[config.mk]
export PLATFORM = sky130hd
export DESIGN_NAME = tap_tempo_beat_scheduler
export DESIGN_NICKNAME = d
export VERILOG_FILES = /design/src/rtl/ttbs_pkg.sv /design/src/rtl/tap_tempo_beat_scheduler.sv /design/src/rtl/ttbs_core.sv
export SDC_FILE = /design/constraint.sdc
export NUM_CORES = 2
export LEC_CHECK = 0
export ABC_AREA = 1
export BUFFER_PORTS_ARGS = -buffer_cell sky130_fd_sc_hd__buf_2
export CAP_MARGIN = 20
export CORE_MARGIN = 2
export CORE_UTILIZATION = 60
export DETAILED_ROUTE_END_ITERATION = 10
export PLACE_DENSITY = 0.83
export SLEW_MARGIN = 20
export SYNTH_ARGS = -nofsm -noshare
export SYNTH_HDL_FRONTEND = slang
export SYNTH_SLANG_ARGS = --single-unit
[constraint.sdc]
create_clock -name i_clk -period 12.9 [get_ports i_clk]
set_clock_uncertainty 0.15 [all_clocks]
set_input_delay 2.58 -clock i_clk [delete_from_list [all_inputs] [get_ports i_clk]]
set_output_delay 2.58 -clock i_clk [all_outputs]
set_load 0.005 [all_outputs]
[src/rtl/ttbs_pkg.sv]
// Shared constants, types and state record for the tap tempo beat scheduler.
`default_nettype none

package ttbs_pkg;

    // Timestamp width and the fixed-point format of the averaging weight.
    localparam int TIME_BITS       = 32;
    localparam int DECAY_FRAC_BITS = 16;
    localparam int DECAY_BITS      = DECAY_FRAC_BITS + 1;

    // Weight of 1.0 and the reset weight (about 0.9).
    localparam logic [DECAY_BITS-1:0] DECAY_ONE   = DECAY_BITS'(1) << DECAY_FRAC_BITS;
    localparam logic [DECAY_BITS-1:0] DECAY_RESET = DECAY_BITS'(58982);

    typedef logic [TIME_BITS-1:0]  t_time;
    typedef logic [DECAY_BITS-1:0] t_decay;

    // Everything the scheduler carries from one tick to the next.
    typedef struct packed {
        t_time last_tap_time;
        logic  last_tap_valid;
        t_time period;
        logic  period_valid;
        t_time next_beat_time;
        logic  beat_armed;
    } t_sched_state;

endpackage

`default_nettype wire

[src/rtl/tap_tempo_beat_scheduler.sv]
// Top level of the tap tempo beat scheduler: item registers, state and decay register.
//
// Usage: each input item is one tick, carrying the current timestamp and a tap
// flag. Every accepted item yields exactly one result item with the beat flag,
// the tempo valid flag and the current period (zero when no tempo is held).
// Input channel: i_valid / o_ready; result channel: o_valid / i_ready.
// The decay weight is written through i_cfg_we / i_cfg_wdata; the user must write
// it only while idle, as the block itself does not enforce this. Datapath: an item
// is taken into the input register, evaluated by a single pass of logic (one
// 33x18 multiply for the average) and lands in the result register once that
// register is free or being drained. Throughput: one item per cycle while the
// result is not stalled, set by the state update that runs from the input
// register to the state registers.
// Stall: while a result waits, one more item is held in the input register;
// o_ready drops only when both are full.
// Reset (synchronous, active low): both registers empty, no tap seen, no
// tempo, no beat scheduled, decay back to about 0.9.
`default_nettype none

module tap_tempo_beat_scheduler
    import ttbs_pkg::*;
(
    input  wire              i_clk,
    input  wire              i_rst_n,
    input  wire              i_cfg_we,
    input  wire  [DECAY_BITS-1:0] i_cfg_wdata,
    input  wire              i_valid,
    output logic             o_ready,
    input  wire  [TIME_BITS-1:0] i_now_time,
    input  wire              i_tap,
    output logic             o_valid,
    input  wire              i_ready,
    output logic             o_beat,
    output logic             o_tempo_valid,
    output logic [TIME_BITS-1:0] o_tempo_period
);

    logic         r_in_valid;
    t_time        r_now;
    logic         r_tap;
    logic         r_out_valid;
    logic         r_beat;
    logic         r_tempo_valid;
    t_time        r_tempo_period;
    t_decay       r_decay;
    t_sched_state r_state;
    t_sched_state n_state;
    logic         n_beat;
    logic         w_advance;

    // The held item moves on when the result register is free or being drained.
    assign w_advance = r_in_valid && (!r_out_valid || i_ready);
    assign o_ready   = !r_in_valid || w_advance;

    ttbs_core u_core (
        .i_now   (r_now),
        .i_tap   (r_tap),
        .i_decay (r_decay),
        .i_state (r_state),
        .o_state (n_state),
        .o_beat  (n_beat)
    );

    // Control state, scheduler state and the decay register.
    always_ff @(posedge i_clk) begin
        if (!i_rst_n) begin
            r_in_valid  <= 1'b0;
            r_out_valid <= 1'b0;
            r_decay     <= DECAY_RESET;
            r_state     <= '0;
        end else begin
            if (i_cfg_we) begin
                r_decay <= i_cfg_wdata;
            end
            if (o_ready) begin
                r_in_valid <= i_valid;
            end
            if (w_advance) begin
                r_state     <= n_state;
                r_out_valid <= 1'b1;
            end else if (i_ready) begin
                r_out_valid <= 1'b0;
            end
        end
    end

    // Payload registers.
    always_ff @(posedge i_clk) begin
        if (o_ready && i_valid) begin
            r_now <= i_now_time;
            r_tap <= i_tap;
        end
        if (w_advance) begin
            r_beat         <= n_beat;
            r_tempo_valid  <= n_state.period_valid;
            r_tempo_period <= n_state.period_valid ? n_state.period : '0;
        end
    end

    assign o_valid        = r_out_valid;
    assign o_beat         = r_beat;
    assign o_tempo_valid  = r_tempo_valid;
    assign o_tempo_period = r_tempo_period;

endmodule

`default_nettype wire

[src/rtl/ttbs_core.sv]
// Next-state logic for one tick: tap handling, period averaging and beat scheduling.
`default_nettype none

module ttbs_core
    import ttbs_pkg::*;
(
    input  wire t_time        i_now,
    input  wire               i_tap,
    input  wire t_decay       i_decay,
    input  wire t_sched_state i_state,
    output t_sched_state      o_state,
    output logic              o_beat
);

    localparam int DELTA_W = TIME_BITS + 1;
    localparam int PROD_W  = DELTA_W + DECAY_BITS + 1;
    localparam int ACC_W   = PROD_W + 1;
    localparam logic signed [ACC_W-1:0] HALF = ACC_W'(1) <<< (DECAY_FRAC_BITS - 1);

    t_time                     w_diff;
    logic                      w_negative;
    logic                      w_in_window;
    t_decay                    w_weight;
    t_time                     w_interval;
    logic signed [DELTA_W-1:0] w_delta;
    logic signed [DECAY_BITS:0] w_weight_s;
    logic signed [PROD_W-1:0]  w_prod;
    logic signed [ACC_W-1:0]   w_base;
    logic signed [ACC_W-1:0]   w_acc;
    t_time                     w_new_period;
    t_sched_state              w_tap_state;
    logic                      w_due;

    // Tap interval as a wrap-safe signed difference.
    assign w_diff      = i_now - i_state.last_tap_time;
    assign w_negative  = w_diff[TIME_BITS-1];
    assign w_in_window = w_negative || ({1'b0, w_diff} < {i_state.period, 1'b0});

    // Blend: period + w * (interval - period), rounded half up.
    assign w_weight   = (i_decay > DECAY_ONE) ? DECAY_ONE : i_decay;
    assign w_interval = w_negative ? '0 : w_diff;
    assign w_delta    = $signed({1'b0, w_interval}) - $signed({1'b0, i_state.period});
    assign w_weight_s = $signed({1'b0, w_weight});
    assign w_prod     = w_delta * w_weight_s;
    assign w_base     = $signed(ACC_W'({i_state.period, {DECAY_FRAC_BITS{1'b0}}}));
    assign w_acc      = w_base + ACC_W'(w_prod) + HALF;
    assign w_new_period = w_acc[DECAY_FRAC_BITS +: TIME_BITS];

    // State after the tap has been taken into account.
    always_comb begin
        w_tap_state = i_state;
        if (i_tap) begin
            if (!i_state.last_tap_valid) begin
                w_tap_state.next_beat_time = i_now;
                w_tap_state.beat_armed     = 1'b1;
            end else if (!i_state.period_valid) begin
                w_tap_state.period         = w_diff;
                w_tap_state.period_valid   = 1'b1;
                w_tap_state.next_beat_time = i_now;
                w_tap_state.beat_armed     = 1'b1;
            end else if (w_in_window) begin
                w_tap_state.next_beat_time = i_state.next_beat_time + w_new_period
                                             - i_state.period;
                w_tap_state.period         = w_new_period;
            end else begin
                w_tap_state.period         = '0;
                w_tap_state.period_valid   = 1'b0;
                w_tap_state.next_beat_time = i_now;
                w_tap_state.beat_armed     = 1'b1;
            end
            w_tap_state.last_tap_time  = i_now;
            w_tap_state.last_tap_valid = 1'b1;
        end
    end

    // A beat fires when the schedule is armed and its time has come.
    assign w_due = ~(i_now - w_tap_state.next_beat_time) >> (TIME_BITS - 1) == t_time'(1);

    always_comb begin
        o_state = w_tap_state;
        o_beat  = 1'b0;
        if (w_tap_state.beat_armed && w_due) begin
            o_beat = 1'b1;
            if (w_tap_state.period_valid) begin
                o_state.next_beat_time = w_tap_state.next_beat_time + w_tap_state.period;
            end else begin
                o_state.beat_armed = 1'b0;
            end
        end
    end

endmodule

`default_nettype wire

* Yosys cells after proc, flatten, opt, wreduce, memory -nomap -nowiden
Cells that the tools add are included.
Storage, ports and cells: bits in registers 185, output and inout bits 36, word-level logic and storage cells 52
Cells by class: $add $sub $neg 8, multipliers 1, order comparisons 2, muxes and demuxes 16, bitwise gates (word level) 1, reductions and logical operators 10
Operator list (count):
- two-way mux 66 bit | 2
- two-way mux 33 bit | 3
- two-way mux 32 bit | 3
- subtractor 32 bit | 3
- adder 32 bit | 2
- adder 48 x 17 -> 48 bit (second input constant) | 1
- adder 48 bit | 1
- multiplier 33 x 18 -> 48 bit | 1
- less-than comparator 32 x 33 -> 1 bit | 1
- subtractor 31 x 32 -> 33 bit | 1
- NOT 32 bit | 1
- two-way mux 31 bit | 1
- > comparator 17 bit (second input constant) | 1
- two-way mux 17 bit | 1
- two-way mux 1 bit | 6
- logical AND 1 bit | 3
- logical OR 1 bit | 3
- logical NOT 1 bit | 2
- AND reduction 2 bit | 1
- nonzero test 2 bit | 1

* Depth between registers and ports, before layout
word-level depth 16, gate-level depth with buffers 91, depth with buffers taken out 90

* Cells and area by module
From an unflattened synthesis, not the netlist that was laid out.
Second synthesis, totals: cell total of the unflattened synthesis 5339, area total of the unflattened synthesis 38425.6 sq um
By module, submodules not included:
- ttbs_core | times used 1, cells an instance 4469, area an instance 31134.9 sq um
- tap_tempo_beat_scheduler | times used 1, cells an instance 870, area an instance 7290.7 sq um

* Least setup slack after synthesis
OpenSTA, ideal clock, no wires.
kind reg-to-reg, start point register r_now[0], end point register r_state[32] in the netlist's numbering, arrival time 12.888 ns, setup slack -0.247 ns, stages on the path, launching flop included 84, path buffers 1, clock period less this slack 13.147 ns, cell sequence edfxtp_1 inv_1 ha_1 inv_1 fa_1 nand2_1 inv_1 o21a_1 nor2_1 o21ai_0 nand3_1 nand2_1 a21oi_1 o21ai_0 nand3_1 nand2_1 nand3_1 nand2_1 (+48 left out) inv_1 ha_1 nand2_1 nor2_1 nand2_1 nor4_1 nand2_1 o211ai_1 nand3_1 nand2_1 a21oi_1 xor3_1 nand2_1 o21ai_0 nand2_1 nand3_1 nand2_1 inv_1
Between the ends: word-level cells in the longest chain between the ends 16, elaborated cells between the ends (all ways) 24
RTL lines:
- from (decl) | line tap_tempo_beat_scheduler.sv:39 | t_time r_now;
- from (signal assigned) | line tap_tempo_beat_scheduler.sv:90 | r_now <= i_now_time;
- subtractor 32 bit | line ttbs_core.sv:35 | assign w_diff = i_now - i_state.last_tap_time;
- two-way mux 31 bit | line ttbs_core.sv:41 | assign w_interval = w_negative ? '0 : w_diff;
- subtractor 31 x 32 -> 33 bit | line ttbs_core.sv:42 | assign w_delta = $signed({1'b0, w_interval}) - $signed({1'b0, i_state.period});
- multiplier 33 x 18 -> 48 bit | line ttbs_core.sv:44 | assign w_prod = w_delta * w_weight_s;
- adder 48 bit | line ttbs_core.sv:46 | assign w_acc = w_base + ACC_W'(w_prod) + HALF;
- adder 48 x 17 -> 48 bit | line ttbs_core.sv:46
- adder 32 bit | line ttbs_core.sv:62 | w_tap_state.next_beat_time = i_state.next_beat_time + w_new_period
- subtractor 32 bit | line ttbs_core.sv:63 | - i_state.period;
- two-way mux 32 bit | line ttbs_core.sv:61 | end else if (w_in_window) begin
- two-way mux 66 bit | line ttbs_core.sv:56 | end else if (!i_state.period_valid) begin
- two-way mux 33 bit | line ttbs_core.sv:53 | if (!i_state.last_tap_valid) begin
- two-way mux 66 bit | line ttbs_core.sv:52 | if (i_tap) begin
- subtractor 32 bit | line ttbs_core.sv:77 | assign w_due = ~(i_now - w_tap_state.next_beat_time) >> (TIME_BITS - 1) == t_time'(1);
- NOT 32 bit | line ttbs_core.sv:77
- logical AND 1 bit | line ttbs_core.sv:82 | if (w_tap_state.beat_armed && w_due) begin
- two-way mux 33 bit * | line ttbs_core.sv:82
- to (signal assigned) | line tap_tempo_beat_scheduler.sv:79 | r_state <= n_state;
- to (decl) | line tap_tempo_beat_scheduler.sv:46 | t_sched_state r_state;
Every way passes the cells marked *; elsewhere a longest branch is shown, timed or not. A chain may end at the register's enable or synchronous reset.

* Worst setup path after layout
Same ends and word-level chain as after synthesis.

==> results_dict.tcl <==
set metrics [dict create \
    status "finished, violations left" \
    crit_fanout 10 \
    clkTransAtPathRegs_ns 0.09 \
    h-tree-depth 4 \
    worstHoldPathType "reg2reg" \
    layout_commonest_cell "inv_1" \
    nets 6903 \
    cp-start-kind "register" \
    grt_max_degree 82 \
    grt_antenna_before_repair 4 \
    yosysSeqAreaShare_pct 11.8 \
    netlist_area_um2 37200 \
    ys.flop_type "dfxtp_1" \
    fp.dieW_um 253 \
    cts_buffer_depth 2 \
    slowest_delay_ns 0.58 \
    ys_warn_count 0 \
    clk_latency_ns 0.52 \
    core_area_um2 61500 \
    antenna_left 0 \
    crit_path_top_delay_cell "fa_1" \
    cp-end-kind "register" \
    max_freq_mhz 72.2 \
    synth.distinct_cells 58 \
    cts_sinks 185 \
    drt_iter0_drc 4431 \
    synth-xor-area-share_pct 3.32 \
    synth_edf_count 67 \
    syn_inst 5008 \
    via_count 39400 \
    cpMostUsedCell "nand2_2" \
    arrival_ns 14.13 \
    ys_ff_latch 185 \
    die-area_um2 63900 \
    dp_hpwl_um 108000 \
    syn_avg_cell_area_um2 7.42 \
    diodes 0 \
    fp.dieH_um 253 \
    max-slew-margin-rel_pct 29.9 \
    final-max-slew-violation-count 0 \
    rows 91 \
    routed_via_density 5.82 \
    fin_crit_ns 13.85 \
    wirelength_um 144000 \
    hp-start "r_state[8]" \
    drive_above_1_share_pct 29.6 \
    finalSetupViolCount 34 \
    required_ns 13.18 \
    drtPass1Iterations 9 \
    synth_compound_area_share_pct 10.2 \
    drv_cap 0 \
    place_congestion 1.03 \
    overflow 0 \
    initial_core_util_pct 60.4 \
    tightest_slew_ns 1.05 \
    wl_per_cell_um 21.3 \
    syn2layout_area_growth_pct 33.3 \
    cts_buffers 17 \
    violations "setup timing" \
    rsz0062_at_grt "true" \
    synth_mux_area_share_pct 0 \
    synth-async-reset-ratio_pct 0 \
    yosys.area_share.simple_pct 20.1 \
    synth_area_leaders "fa_1, inv_1, ha_1" \
    critPathLaunch "r_now[0]" \
    grt_pass1_vias 40000 \
    cts-root-buf "clkbuf_16" \
    pin_count 91 \
    grtUsageTotal_pct 43.8 \
    port_buffers 90 \
    final_cell_mix "inv_1, buf_4, nand2_1, fa_1, nor2_1" \
    synth_top_family_by_area "adder cells" \
    yosysTopAreaCellShare_pct 31.2 \
    hold_viol 0 \
    cts_tree "yes" \
    setup_ws_ns -0.948 \
    yosysTopAreaCell "fa_1" \
    syn-num-nets 5941 \
    synth_fa_ha_area_share_pct 41.3 \
    rr_startpoint "r_now[0]" \
    crit_type "reg2reg" \
    post-route-period-util_pct 107 \
    drc 0 \
    grt_pass1_wl_um 213000 \
    pre_cts_ws_ns -1.57 \
]
-- registers in the layout, summed over array words and instances, names as in the netlist --
signal          flops
r_state            99
o_tempo_period     32
r_now              32
r_decay            17
o_beat              1
o_tempo_valid       1
o_valid             1
r_in_valid          1
r_tap               1
-- layout make-up --
class | count | area (um^2)
multi-input combinational | 3509 | 30800
fill | 3868 | 12000
timing repair buffer | 1086 | 8320
inverter | 1171 | 4420
sequential | 185 | 4370
tap | 790 | 988
clock buffer | 18 | 439
clock inverter | 14 | 163
-- cell usage after synthesis (60+ instances only) --
master and count:
nand4_1 60, ha_1 298, nand2_1 966, nand3_1 109
o21ai_0 209, dfxtp_1 118, edfxtp_1 67, inv_1 1149
nor2_1 563, clkbuf_1 122, a21oi_1 329, xor2_1 84
fa_1 580
-- metal layers --
metal	share of wire (%)	global-route usage [%]	vias to the layer above
li1	-	-	17200
met1	35	52.5	18600
met2	44	68.9	2789
met3	12	12.4	847
met4	8.8	29.1	6
met5	0.026	0	-
-- kinds of logic after synthesis --
group | Yosys count
compound gates | 685
xor+xnor | 139
fa+ha+maj | 878
buf+inv | 1314
flops | 185
simple gates | 1807
-- repair_timing --
action	CTS	global route
gates cloned	3	3
endpoints found under the setup margin	34	34
gates resized for setup	420	322
hold buffers	0	0
setup buffers	73	50
pin swaps	157	202
-- stage by stage --
step           utilization (%)  hold slack (ns)  TNS, ns  cells  area, um^2
6_report                  80.6            0.314   -30.24   6773       49500
5_1_grt                   80.6            0.344   -44.49   6773       49500
4_1_cts                   77.8            0.312   -14.84   6733       47900
3_5_place_dp              72.9            0.302   -40.91   6627       44800
3_3_place_gp              72.9            0.296   -33.00   6627       44800
2_1_floorplan                -            0.283        0   5008       37200
-- critical path: cells and delay by family (launching register included) --
family          cells  cell delay (ns)
flops               1             0.41
fa+ha+maj          13             5.30
buf+inv            20             1.88
compound gates     15             2.15
xor+xnor            2             0.44
simple gates       35             3.37
-- path summary, 6_finish.rpt --
check,endpoint,slack (ns),cells past startpoint
max,r_state[32],-0.95,85
min,r_state[8],0.31,2
max reg2reg,r_state[32],-0.95,85
min reg2reg,r_state[8],0.31,2
Power is left out: the tool's default activity adds up to more than one toggle a clock period on the data nets, which glitch-free logic cannot reach.
